$ cat config.mk
export PLATFORM = sky130hd
export DESIGN_NAME = tcw_front
export DESIGN_NICKNAME = d
export VERILOG_FILES = /design/src/sv/tcw_pkg.sv /design/src/sv/tcw_front.sv
export SDC_FILE = /design/constraint.sdc
export NUM_CORES = 1
export LEC_CHECK = 0
export BUFFER_PORTS_ARGS = -buffer_cell sky130_fd_sc_hd__clkbuf_2
export CORE_AREA = 3 3 40 42
export DETAILED_ROUTE_END_ITERATION = 10
export DIE_AREA = 0 0 43 45
export PLACE_DENSITY = 0.66
export SLEW_MARGIN = 10
export SYNTH_ARGS = -nofsm -noshare
export SYNTH_HDL_FRONTEND = slang
export SYNTH_SLANG_ARGS = --single-unit
$ cat constraint.sdc
create_clock -name vclk -period 0.9
set_clock_uncertainty 0.1 [all_clocks]
set_input_delay 0.135 -clock vclk [all_inputs]
set_output_delay 0.135 -clock vclk [all_outputs]
set_load 0.01 [all_outputs]
$ cat src/sv/tcw_pkg.sv
package tcw_pkg;

  // Character codes that the console interprets.
  localparam logic [7:0] CH_SPACE     = 8'h20;
  localparam logic [7:0] CH_NEWLINE   = 8'h0A;
  localparam logic [7:0] CH_RETURN    = 8'h0D;
  localparam logic [7:0] CH_TAB       = 8'h09;
  localparam logic [7:0] CH_BACKSPACE = 8'h08;

  // Attribute used after reset and by the screen clear.
  localparam logic [7:0] ATTR_RESET = 8'h09;

  // Tab stops fall on multiples of this column count.
  localparam int TAB_STEP = 4;

  // Depth of the command queue between front and back.
  localparam int QUEUE_DEPTH = 2;

  // Request operation codes.
  typedef enum logic {
    OP_PUT  = 1'b0,
    OP_READ = 1'b1
  } op_t;

  // Command kinds decided by the front.
  typedef enum logic [2:0] {
    CMD_READ,
    CMD_NEWLINE,
    CMD_RETURN,
    CMD_TAB,
    CMD_BACKSPACE,
    CMD_PLAIN
  } cmd_kind_t;

  // One classified request as it travels through the queue.
  typedef struct packed {
    cmd_kind_t  kind;
    logic [7:0] ch;
    logic [6:0] read_col;
    logic [4:0] read_row;
    logic       read_ok;
  } cmd_t;

  // Status that the back reports to the front.
  typedef struct packed {
    logic clearing;
  } status_t;

endpackage

$ cat src/sv/tcw_front.sv
module tcw_front
  import tcw_pkg::*;
#(
  parameter int COLUMNS = 80,
  parameter int ROWS    = 25
) (
  input  logic       in_valid,
  output logic       in_ready,
  input  logic [0:0] operation,
  input  logic [7:0] char_code,
  input  logic [6:0] read_col,
  input  logic [4:0] read_row,
  input  status_t    status,
  input  logic       queue_full,
  output logic       push,
  output cmd_t       cmd
);

  // Requests are refused while the screen clear runs or the queue is full.
  assign in_ready = !queue_full && !status.clearing;
  assign push     = in_valid && in_ready;

  // Classify the request and check the read position against the screen size.
  always_comb begin
    cmd.ch       = char_code;
    cmd.read_col = read_col;
    cmd.read_row = read_row;
    cmd.read_ok  = (int'(read_col) < COLUMNS) && (int'(read_row) < ROWS);
    if (operation == OP_READ) begin
      cmd.kind = CMD_READ;
    end else begin
      unique case (char_code)
        CH_NEWLINE:   cmd.kind = CMD_NEWLINE;
        CH_RETURN:    cmd.kind = CMD_RETURN;
        CH_TAB:       cmd.kind = CMD_TAB;
        CH_BACKSPACE: cmd.kind = CMD_BACKSPACE;
        default:      cmd.kind = CMD_PLAIN;
      endcase
    end
  end

endmodule

==> results.tsv <==
metric	value	unit
required	0.66	ns
setup-violations-final	4	
relSlewSlack	86.8	%
fillers	151	
grt_pass1_wl	1.06	mm
arrival	0.96	ns
whs_endpoint	cmd[9]	
finalInstanceArea	395	µm²
dpl_cell_area	338	µm²
die-height	45	µm
die_w	43	µm
p_per_area	463	mW/mm²
wire_per_inst	9.79	µm
crit_fanout	2	
yosys-top-cells-area	buf_4 62%, and2_1 5.1%, and4bb_1 5.1%	
final.setup.tns	-0.921	ns
drt_iter0_markers	0	
post-route-worst-setup-slack	-0.299	ns
wl	734	µm
initial_utilization	19.0	%
track_usage	6.63	%
crit_family	simple AND/OR/NAND/NOR gates	
vias	303	
period_needed	1.20	ns
antenna_found_initial	0	
max_freq	0.834	GHz
ys_types	11	
syn_area	244	µm²
cp.buffers_inverters	2	
dpl_worst_slack	-0.325	ns
nFlopsAndLatches	0	
yosys.area.top_type	buf_4	
area_growth	62.1	%
vdd.ir_drop.worst	0.0979	mV
rsz0062_at_grt	yes	
portBuffers	42	
start_kind	input pin	
layout-drive-gt1-share	83.3	%
drc	0	
diodes	0	
timing_worst_setup_path_type	input pin to primary output	
io-pin-count	50	
multi_input_area	118	µm²
max_stage_delay	0.25	ns
die_area	0.00194	mm²
routed_via_density	4.04	
grt_overflow_total	0	
hold_depth	0	
syn_avg_cell_area	7.18	µm²
yosysWarnings	0	
cp_slowest_cell	nor4_4	
grt_max_degree	6	
violations	negative setup slack	
period_share	133	%
place.gp.congestion	0.628	
antenna_left	0	
end_kind	primary output	
design.core.area	0.00128	mm²
yosysSeqAreaShare	0	%
crit_chain	buf_6, nor4_4, and2_4, and4bb_1, buf_2	
dr.pass1.iters	1	
rows	13	
num-nets-final	86	
status	finished, violations left	
layout.area.seq	0	µm²
synth_nets	58	
cap_violations	0	
clkbuf_count	0	
grt_pass1_vias	267	
p_leak	0.241	nW
slew_viol_final	0	
syn_inst	34	
worst_slew_pin_slew	0.198	ns
post-route-util	30.8	%
netlist.area_leader.share	61.5	%
min-delay-start	read_col[3]	
hold_viol	0	
hp-class	input pin to primary output	
## synthesized netlist by cell type
cell and count:
mux2_2 1, o21ai_0 1, buf_4 20, a21oi_1 2, nor2_1 3, o311ai_0 1
and2_1 2, nor4_1 1, and4bb_1 1, xor2_1 1, and2_2 1
## worst max-delay path by stage
stage	from	end	slack (ns)	cells past startpoint
after floorplan	char_code[5]	cmd[22]	-0.10	3
after global placement	char_code[5]	cmd[22]	-0.30	5
after detailed placement	char_code[5]	cmd[22]	-0.32	5
after CTS	char_code[6]	cmd[22]	-0.33	5
after global routing	char_code[5]	cmd[22]	-0.37	5
final	char_code[5]	cmd[22]	-0.30	5
## cells in the final DEF, fill, tap and decap left out, drive strengths merged
master	n
o21ai	1
a21oi	2
xor2	1
and2	3
nor2	3
and4bb	1
mux2	1
buf	9
nor4	1
o311ai	1
clkbuf	37
## through the flow
stage | instances | power [mW] | hold WS [ns]
finish | 75 | 0.183 | 0.170
detailed placement | 73 | 0.160 | 0.170
global route | 75 | 0.203 | 0.170
global placement | 73 | 0.158 | 0.170
CTS | 75 | 0.172 | 0.170
floorplan | 34 | 0.120 | 0.214
## report_power, final
group / total (mW) / internal [mW] / switching (mW)
combinational: 0.183 / 0.0978 / 0.0852
clock: 0 / 0 / 0
sequential: 0 / 0 / 0
## final cells by class
type                       count  share of cell area, %
multi-input combinational     14                   29.7
tap                           15                   4.75
timing repair buffer          46                   65.5
## cells by family (layout without fill, tap and decap cells)
group	Yosys count	after routing	synth area share (%)
buf+inv	20	46	61.5
xor+xnor	1	1	3.59
mux	1	1	4.62
simple gates	8	8	20.5
compound gates	4	4	9.74
## layer usage
metal  GRT usage, %  routed length, µm  share of wire (%)
met5              0                  0                  0
met3          0.797                134                 18
met4              0                  0                  0
met1           6.90                161                 22
met2           14.7                439                 60
## what timing repair did
action,4_1_cts,5_1_grt
resized for setup,4,7
setup buffers,2,0
pin swaps,4,4
setup endpoints to repair,4,4
hold buffers,0,0
Note: power is estimated with default switching activity, not from simulation.
