**src/sv/tcw_pkg.sv**
```systemverilog
package tcw_pkg;

  // Character codes that the console interprets.
  localparam logic [7:0] CH_SPACE     = 8'h20;
  localparam logic [7:0] CH_NEWLINE   = 8'h0A;
  localparam logic [7:0] CH_RETURN    = 8'h0D;
  localparam logic [7:0] CH_TAB       = 8'h09;
  localparam logic [7:0] CH_BACKSPACE = 8'h08;

  // Attribute used after reset and by the screen clear.
  localparam logic [7:0] ATTR_RESET = 8'h09;

  // Tab stops fall on multiples of this column count.
  localparam int TAB_STEP = 4;

  // Depth of the command queue between front and back.
  localparam int QUEUE_DEPTH = 2;

  // Request operation codes.
  typedef enum logic {
    OP_PUT  = 1'b0,
    OP_READ = 1'b1
  } op_t;

  // Command kinds decided by the front.
  typedef enum logic [2:0] {
    CMD_READ,
    CMD_NEWLINE,
    CMD_RETURN,
    CMD_TAB,
    CMD_BACKSPACE,
    CMD_PLAIN
  } cmd_kind_t;

  // One classified request as it travels through the queue.
  typedef struct packed {
    cmd_kind_t  kind;
    logic [7:0] ch;
    logic [6:0] read_col;
    logic [4:0] read_row;
    logic       read_ok;
  } cmd_t;

  // Status that the back reports to the front.
  typedef struct packed {
    logic clearing;
  } status_t;

endpackage

```
**src/sv/tcw_cmd_fifo.sv**
```systemverilog
module tcw_cmd_fifo
  import tcw_pkg::*;
(
  input  logic clk,
  input  logic rst,
  input  logic push,
  input  cmd_t push_cmd,
  output logic full,
  input  logic pop,
  output logic head_valid,
  output cmd_t head_cmd
);

  localparam int PTR_W = $clog2(QUEUE_DEPTH);

  cmd_t                   entries [QUEUE_DEPTH];
  logic [PTR_W-1:0]       wr_ptr;
  logic [PTR_W-1:0]       rd_ptr;
  logic [$clog2(QUEUE_DEPTH+1)-1:0] count;

  assign full       = (int'(count) == QUEUE_DEPTH);
  assign head_valid = (count != '0);
  assign head_cmd   = entries[rd_ptr];

  // Pointer and fill count bookkeeping.
  always_ff @(posedge clk) begin
    if (rst) begin
      wr_ptr <= '0;
      rd_ptr <= '0;
      count  <= '0;
    end else begin
      if (push) begin
        wr_ptr <= (int'(wr_ptr) == QUEUE_DEPTH - 1) ? '0 : wr_ptr + 1'b1;
      end
      if (pop) begin
        rd_ptr <= (int'(rd_ptr) == QUEUE_DEPTH - 1) ? '0 : rd_ptr + 1'b1;
      end
      if (push && !pop) begin
        count <= count + 1'b1;
      end else if (pop && !push) begin
        count <= count - 1'b1;
      end
    end
  end

  // Entry storage.
  always_ff @(posedge clk) begin
    if (push) begin
      entries[wr_ptr] <= push_cmd;
    end
  end

endmodule

```
**config.mk**
```make
export PLATFORM = sky130hd
export DESIGN_NAME = tcw_cmd_fifo
export DESIGN_NICKNAME = d
export VERILOG_FILES = /design/src/sv/tcw_pkg.sv /design/src/sv/tcw_cmd_fifo.sv
export SDC_FILE = /design/constraint.sdc
export NUM_CORES = 1
export LEC_CHECK = 0
export ABC_AREA = 1
export BUFFER_PORTS_ARGS = -buffer_cell sky130_fd_sc_hd__buf_2
export CORE_AREA = 2 2 86 88
export CTS_BUF_LIST = sky130_fd_sc_hd__clkbuf_4
export CTS_CLUSTER_DIAMETER = 120
export DETAILED_ROUTE_END_ITERATION = 12
export DIE_AREA = 0 0 88 90
export PLACE_DENSITY_LB_ADDON = 0.25
export SLEW_MARGIN = 0
export SYNTH_ARGS = -nofsm -noshare
export SYNTH_HDL_FRONTEND = slang
export SYNTH_SLANG_ARGS = --single-unit
export TNS_END_PERCENT = 20
```
**constraint.sdc**
```tcl
create_clock -name clk -period 1.7 [get_ports clk]
set_input_delay 0.34 -clock clk [delete_from_list [all_inputs] [get_ports clk]]
set_output_delay 0.34 -clock clk [all_outputs]
set_load 0.01 [all_outputs]
```
==> results of run 1 <==
[worst max-delay path by stage]
| stage | endpoint | slack [ns] | depth (start not counted) |
|---|---|---|---|
| after detailed placement | head_cmd[4] | 0.26 | 3 |
| final | head_cmd[5] | -0.01 | 3 |
| after global placement | head_cmd[4] | 0.28 | 3 |
| after floorplan | entries[0][0] | 0.30 | 2 |
| after CTS | head_cmd[8] | -0.04 | 3 |
| after global routing | head_cmd[5] | -0.06 | 3 |
[logic make-up (layout without fill, tap and decap cells)]
kind of cell / count (synthesis) / in the layout / synth area share (%)
flip-flops: 53 / 53 / 74.7
buffers and inverters: 12 / 76 / 4.12
AND/OR/NAND/NOR: 15 / 15 / 2.97
XOR/XNOR: 1 / 1 / 0.424
AO/OA/AOI/OAI: 2 / 2 / 0.484
multiplexers: 24 / 24 / 16.7
adder cells (fa/ha/maj): 1 / 1 / 0.606
[flip-flops by register name (all words and copies together), names as in the netlist, named ones only]
| signal | cells |
|---|---|
| rd_ptr | 1 |
| wr_ptr | 1 |
| count | 2 |
| entries | 48 |
[metal layers]
layer  GRT usage (%)  part of all wire [%]  wire [um]
met1            10.5                    39       1400
met2            16.5                    52       1840
met3            3.67                   6.5        231
met4            4.36                   2.6         93
met5               0                     0          0
[repair_timing]
item,4_1_cts,5_1_grt
setup buffers,2,0
gates resized for setup,21,9
setup endpoints to repair,23,23
[Yosys cell counts]
cell / count
inv_1: 9
ha_1: 1
buf_6: 1
nand3_1: 1
xnor2_1: 1
dfxtp_1: 5
nand4_1: 1
buf_12: 2
nor2_1: 6
o21ai_0: 1
edfxtp_1: 48
mux2_4: 20
mux2_2: 4
a21oi_1: 1
nand2_1: 6
nor3_1: 1
[power breakdown]
group	internal (uW)	switching, uW
registers	1500	25.3
clock network	300	351
logic	273	193
[stage by stage]
stage / hold slack (ns) / utilization (%) / setup TNS, ns
floorplan: 0.412 / - / 0
global placement: 0.501 / 35.3 / 0
detailed placement: 0.512 / 35.3 / 0
CTS: 0.137 / 38.4 / -0.536
global route: 0.130 / 39.0 / -1.11
finish: 0.160 / 39.0 / -0.0178
[final cells by class]
cell class              instances  area [um^2]
well taps                      99          124
clock buffers                   5         37.5
flip-flops and latches         53         1550
fillers                       674         4280
repair buffers                 60          509
multi-input cells              43          455
clock inverters                 2         35.0
inverters                       9         33.8
==> impl_metrics.toml, run 1 <==
[critical_path]
reg2reg_depth = 3
crit_chain = "buf_12 > mux2_4 > buf_6"
critPathBufInv = 2
r2r_slack_ns = 0.48
cpMaxStageDelayCell = "dfxtp_4"
rr_startpoint = "wr_ptr"
max_stage_delay_ns = 0.41
reg2reg_to = "entries[1][2]"
crit_arrival_ns = 1.37
cpLargestDelayFamily = "flip-flops"
crit_type = "register to output pin"
endpoint_kind = "output pin"
cp_max_fo = 10
cp-start-kind = "register"
cp.required_ns = 1.36

[die]
core_um2 = 7020
die_h_um = 90
pin_count = 54
die_x_um = 88
die-area_um2 = 7920
start_util_pct = 29.4
fp-row-count = 31

[cells_and_area]
final_cell_area_um2 = 2740
instances_no_fill = 271
layout-drive-gt1-share_pct = 54.1
diodes = 0
final_cell_mix = "edfxtp_1, buf_2, buf_6, mux2_4, inv_1"
final_nets = 201
final_common_cell = "edfxtp_1"
areaGrowthSynthToFinish_pct = 32.7

[route]
wl_per_cell_um = 13.1
drcViolationCount = 0
antenna_left = 0
wirelength_um = 3560
drtIter0Drc = 31
dr.pass1.iters = 4
viasPerCell = 4.04
dr_total_vias = 1096

[job]
drv_cap = 0

[run_status]
violations = "negative setup slack"
outcome = "finished, violations left"

[synthesis]
synth_nets = 137
yosysTopAreaCellShare_pct = 69.8
ys_warn_count = 0
synth_cell_types = 16
yosys-top-cells-area = "edfxtp_1, mux2_4, dfxtp_1, mux2_2, buf_12"
avgSynthCellArea_um2 = 19.1
ys_seq_elements = 53
synthCells = 108
synth_top_area_cell = "edfxtp_1"
ys_seq_area_share_pct = 74.7
synth_area_um2 = 2060

[sta]
rsz0062_at_grt = "true"
max_slew_margin_pct = 77.7
final-hold-violation-count = 0
period_minus_slack_ns = 1.71
skew_ns = 0.0107
fmax_mhz = 585
layout_setup_ws_ns = -0.0102
setup_viol = 3
worstMarginPinSlew_ns = 0.334
slew_viol_final = 0
fin_crit_sh_pct = 101

[pwr]
power_density_nw_per_um2 = 965
cellLeakagePower_uw = 0.00111
total_power_uw = 2640
peakVddDrop_mv = 0.393

[clock_network]
root_buffer = "clkbuf_4"
clk_path_buf_depth = 2
insertion_delay_ns = 0.35
cts.sinks = 53
cts_tree = "yes"
postCtsHoldBufs = 0
cts_buffers = 5
cts_max_level = 2
clk_pin_slew_ns = 0.14

[grt]
grt_start_max_net_pins = 20
grt_pass1_wl_um = 5710
grt_overflow = 0
antenna_found_initial = 0
grt_use_total_pct = 9.71
first_global_vias = 1200

[placed_design]
port_buffers = 53
dpl_cell_area_um2 = 2480
dp_slack_ns = 0.256
gp_congestion = 0.721
hpwl_um = 2630
dpl.cell_count = 262

[hold_path]
hold-path-cell-count = 1
min-delay-start = "push_cmd[1]"
min_to = "entries[0][1]"
hold_class = "primary input to register"
Note: power is estimated with default switching activity, not from simulation.
==> run 2: changes to the inputs <==
CORE_AREA = 10 10 94 96   (was 2 2 86 88)
DIE_AREA = 0 0 104 106   (was 0 0 88 90)
==> impl_metrics.toml, run 2 (synthesized netlist as in run 1, its figures left out) <==
[run_status]
outcome = "finished, violations left"
violations = "negative setup slack"

[clock_network]
cts_buffers = 5
clk_pin_slew_ns = 0.13
cts_tree = "yes"
root_buffer = "clkbuf_4"
cts_setup_buffers = 0
cts.sinks = 53
insertion_delay_ns = 0.34
cts_max_level = 2
clk_path_buf_depth = 2

[sta]
fmax_mhz = 580
rsz0062_at_grt = "true"
skew_ns = 0.00186
layout_setup_ws_ns = -0.0234
worstMarginPinSlew_ns = 0.204
max_slew_margin_pct = 86.4
fin_crit_sh_pct = 101
holdWs_ns = 0.172
setup_viol = 18
period_minus_slack_ns = 1.72
slew_viol_final = 0
final-hold-violation-count = 0

[pwr]
peakVddDrop_mv = 0.299
cellLeakagePower_uw = 0.00111
clkPwrFrac_pct = 19.8
power_density_nw_per_um2 = 916
switching_share_pct = 22.7
p_sw_uw = 566
combPwrFrac_pct = 19.0
power_frac_seq_pct = 61.2
internal_power_uw = 1930

[die]
die-area_um2 = 11000
fp-row-count = 31
start_util_pct = 29.2
core_um2 = 7060
die_x_um = 104
die_h_um = 106
pin_count = 54

[cells_and_area]
diodes = 0
largest_reg_flops = 48
reg.largest.list = "entries (48), count (2)"
final_cell_mix = "edfxtp_1, buf_2, mux2_4, buf_6, inv_1"
final_nets = 201
final_common_cell = "edfxtp_1"
nFillCells = 704
layout-drive-gt1-share_pct = 53.2
largest_register = "entries"
fin_util_pct = 38.6
areaGrowthSynthToFinish_pct = 32.1

[critical_path]
critPathBufInv = 2
cp-start-kind = "register"
crit_arrival_ns = 1.38
cp.required_ns = 1.36
cp_max_fo = 6
crit_type = "register to output pin"
crit_chain = "clkbuf_16 > mux2_4 > buf_6"
max_stage_delay_ns = 0.43
cpMaxStageDelayCell = "dfxtp_4"
cpLargestDelayFamily = "flip-flops"
endpoint_kind = "output pin"

[route]
dr_total_vias = 1103
met3WireLength_um = 267
viasPerCell = 4.06
wirelength_met1_um = 1550
route.met2.wl_um = 2230
wl_per_cell_um = 14.9
dr.pass1.iters = 4
antenna_left = 0
drcViolationCount = 0
routed.top_layer = "met4"
drtIter0Drc = 27
wirelength_um = 4060

[hold_path]
hold_class = "primary input to register"

[placed_design]
port_buffers = 53
hpwl_um = 3020
gp_congestion = 0.643

[job]
drv_cap = 0

[grt]
antenna_found_initial = 0
grt_start_max_net_pins = 16
first_global_vias = 1212
grt_pass1_wl_um = 6420
grt_overflow = 0
grt_use_total_pct = 7.41
-- run 2: changes by cell type in the layout (fill, tap and decap cells not counted), sizes merged --
cell	delta
clkinv	+2
buf	-1
bufinv	-1
clkbuf	+1
-- run 2: worst paths after layout --
path,endpoint,depth (start not counted),from,slack [ns]
max reg2reg,entries[1][16],3,wr_ptr,0.67
max,head_cmd[22],3,register,-0.02
min,entries[1][22],1,push_cmd[22],0.17
min reg2reg,register,2,rd_ptr,0.53
-- run 2: power by group through the flow --
stage | clock network [uW] | registers (uW) | logic (uW)
2_1_floorplan | 0 | 1550 | 241
3_3_place_gp | 0 | 1550 | 363
3_5_place_dp | 0 | 1550 | 376
4_1_cts | 529 | 1530 | 468
5_1_grt | 580 | 1540 | 514
6_report | 494 | 1530 | 475
-- run 2: final cells by class --
| type | count | area [um^2] | area share (%) |
|---|---|---|---|
| clock inverter | 3 | 12.5 | 0.459 |
| multi-input combinational | 43 | 455 | 16.7 |
| inverter | 9 | 33.8 | 1.24 |
| clock buffer | 5 | 37.5 | 1.38 |
| tap | 99 | 124 | 4.54 |
| timing repair buffer | 60 | 518 | 19.0 |
| sequential | 53 | 1550 | 56.7 |
-- run 2: per-stage QoR --
step / setup TNS (ns) / cells / worst slack, ns / power (uW) / instance area (um^2)
6_report: -0.332 / 272 / -0.0234 / 2500 / 2730
5_1_grt: -1.85 / 272 / -0.0899 / 2630 / 2730
4_1_cts: -1.08 / 271 / -0.0770 / 2520 / 2680
3_5_place_dp: 0 / 262 / 0.318 / 1930 / 2460
3_3_place_gp: 0 / 262 / 0.329 / 1910 / 2460
2_1_floorplan: 0 / 108 / 0.304 / 1790 / 2070
-- run 2: worst reg2reg max path, stage by stage, from the launching register on --
cell and delay, ns:
dfxtp_1 0.39, nand2_1 0.06, inv_1 0.06, buf_4 0.23
-- run 2: layer usage --
layer	track usage [%]	up-vias
met4	2.09	0
met1	7.40	541
met5	0	-
li1	-	522
met2	13.9	38
met3	3.08	2
-- run 2: timing repair --
item | CTS | global route
endpoints found under the setup margin | 24 | 24
endpoints found under the hold margin | 0 | 0
resized for setup | 26 | 4
hold buffers | 0 | 0
cloned | 1 | 1
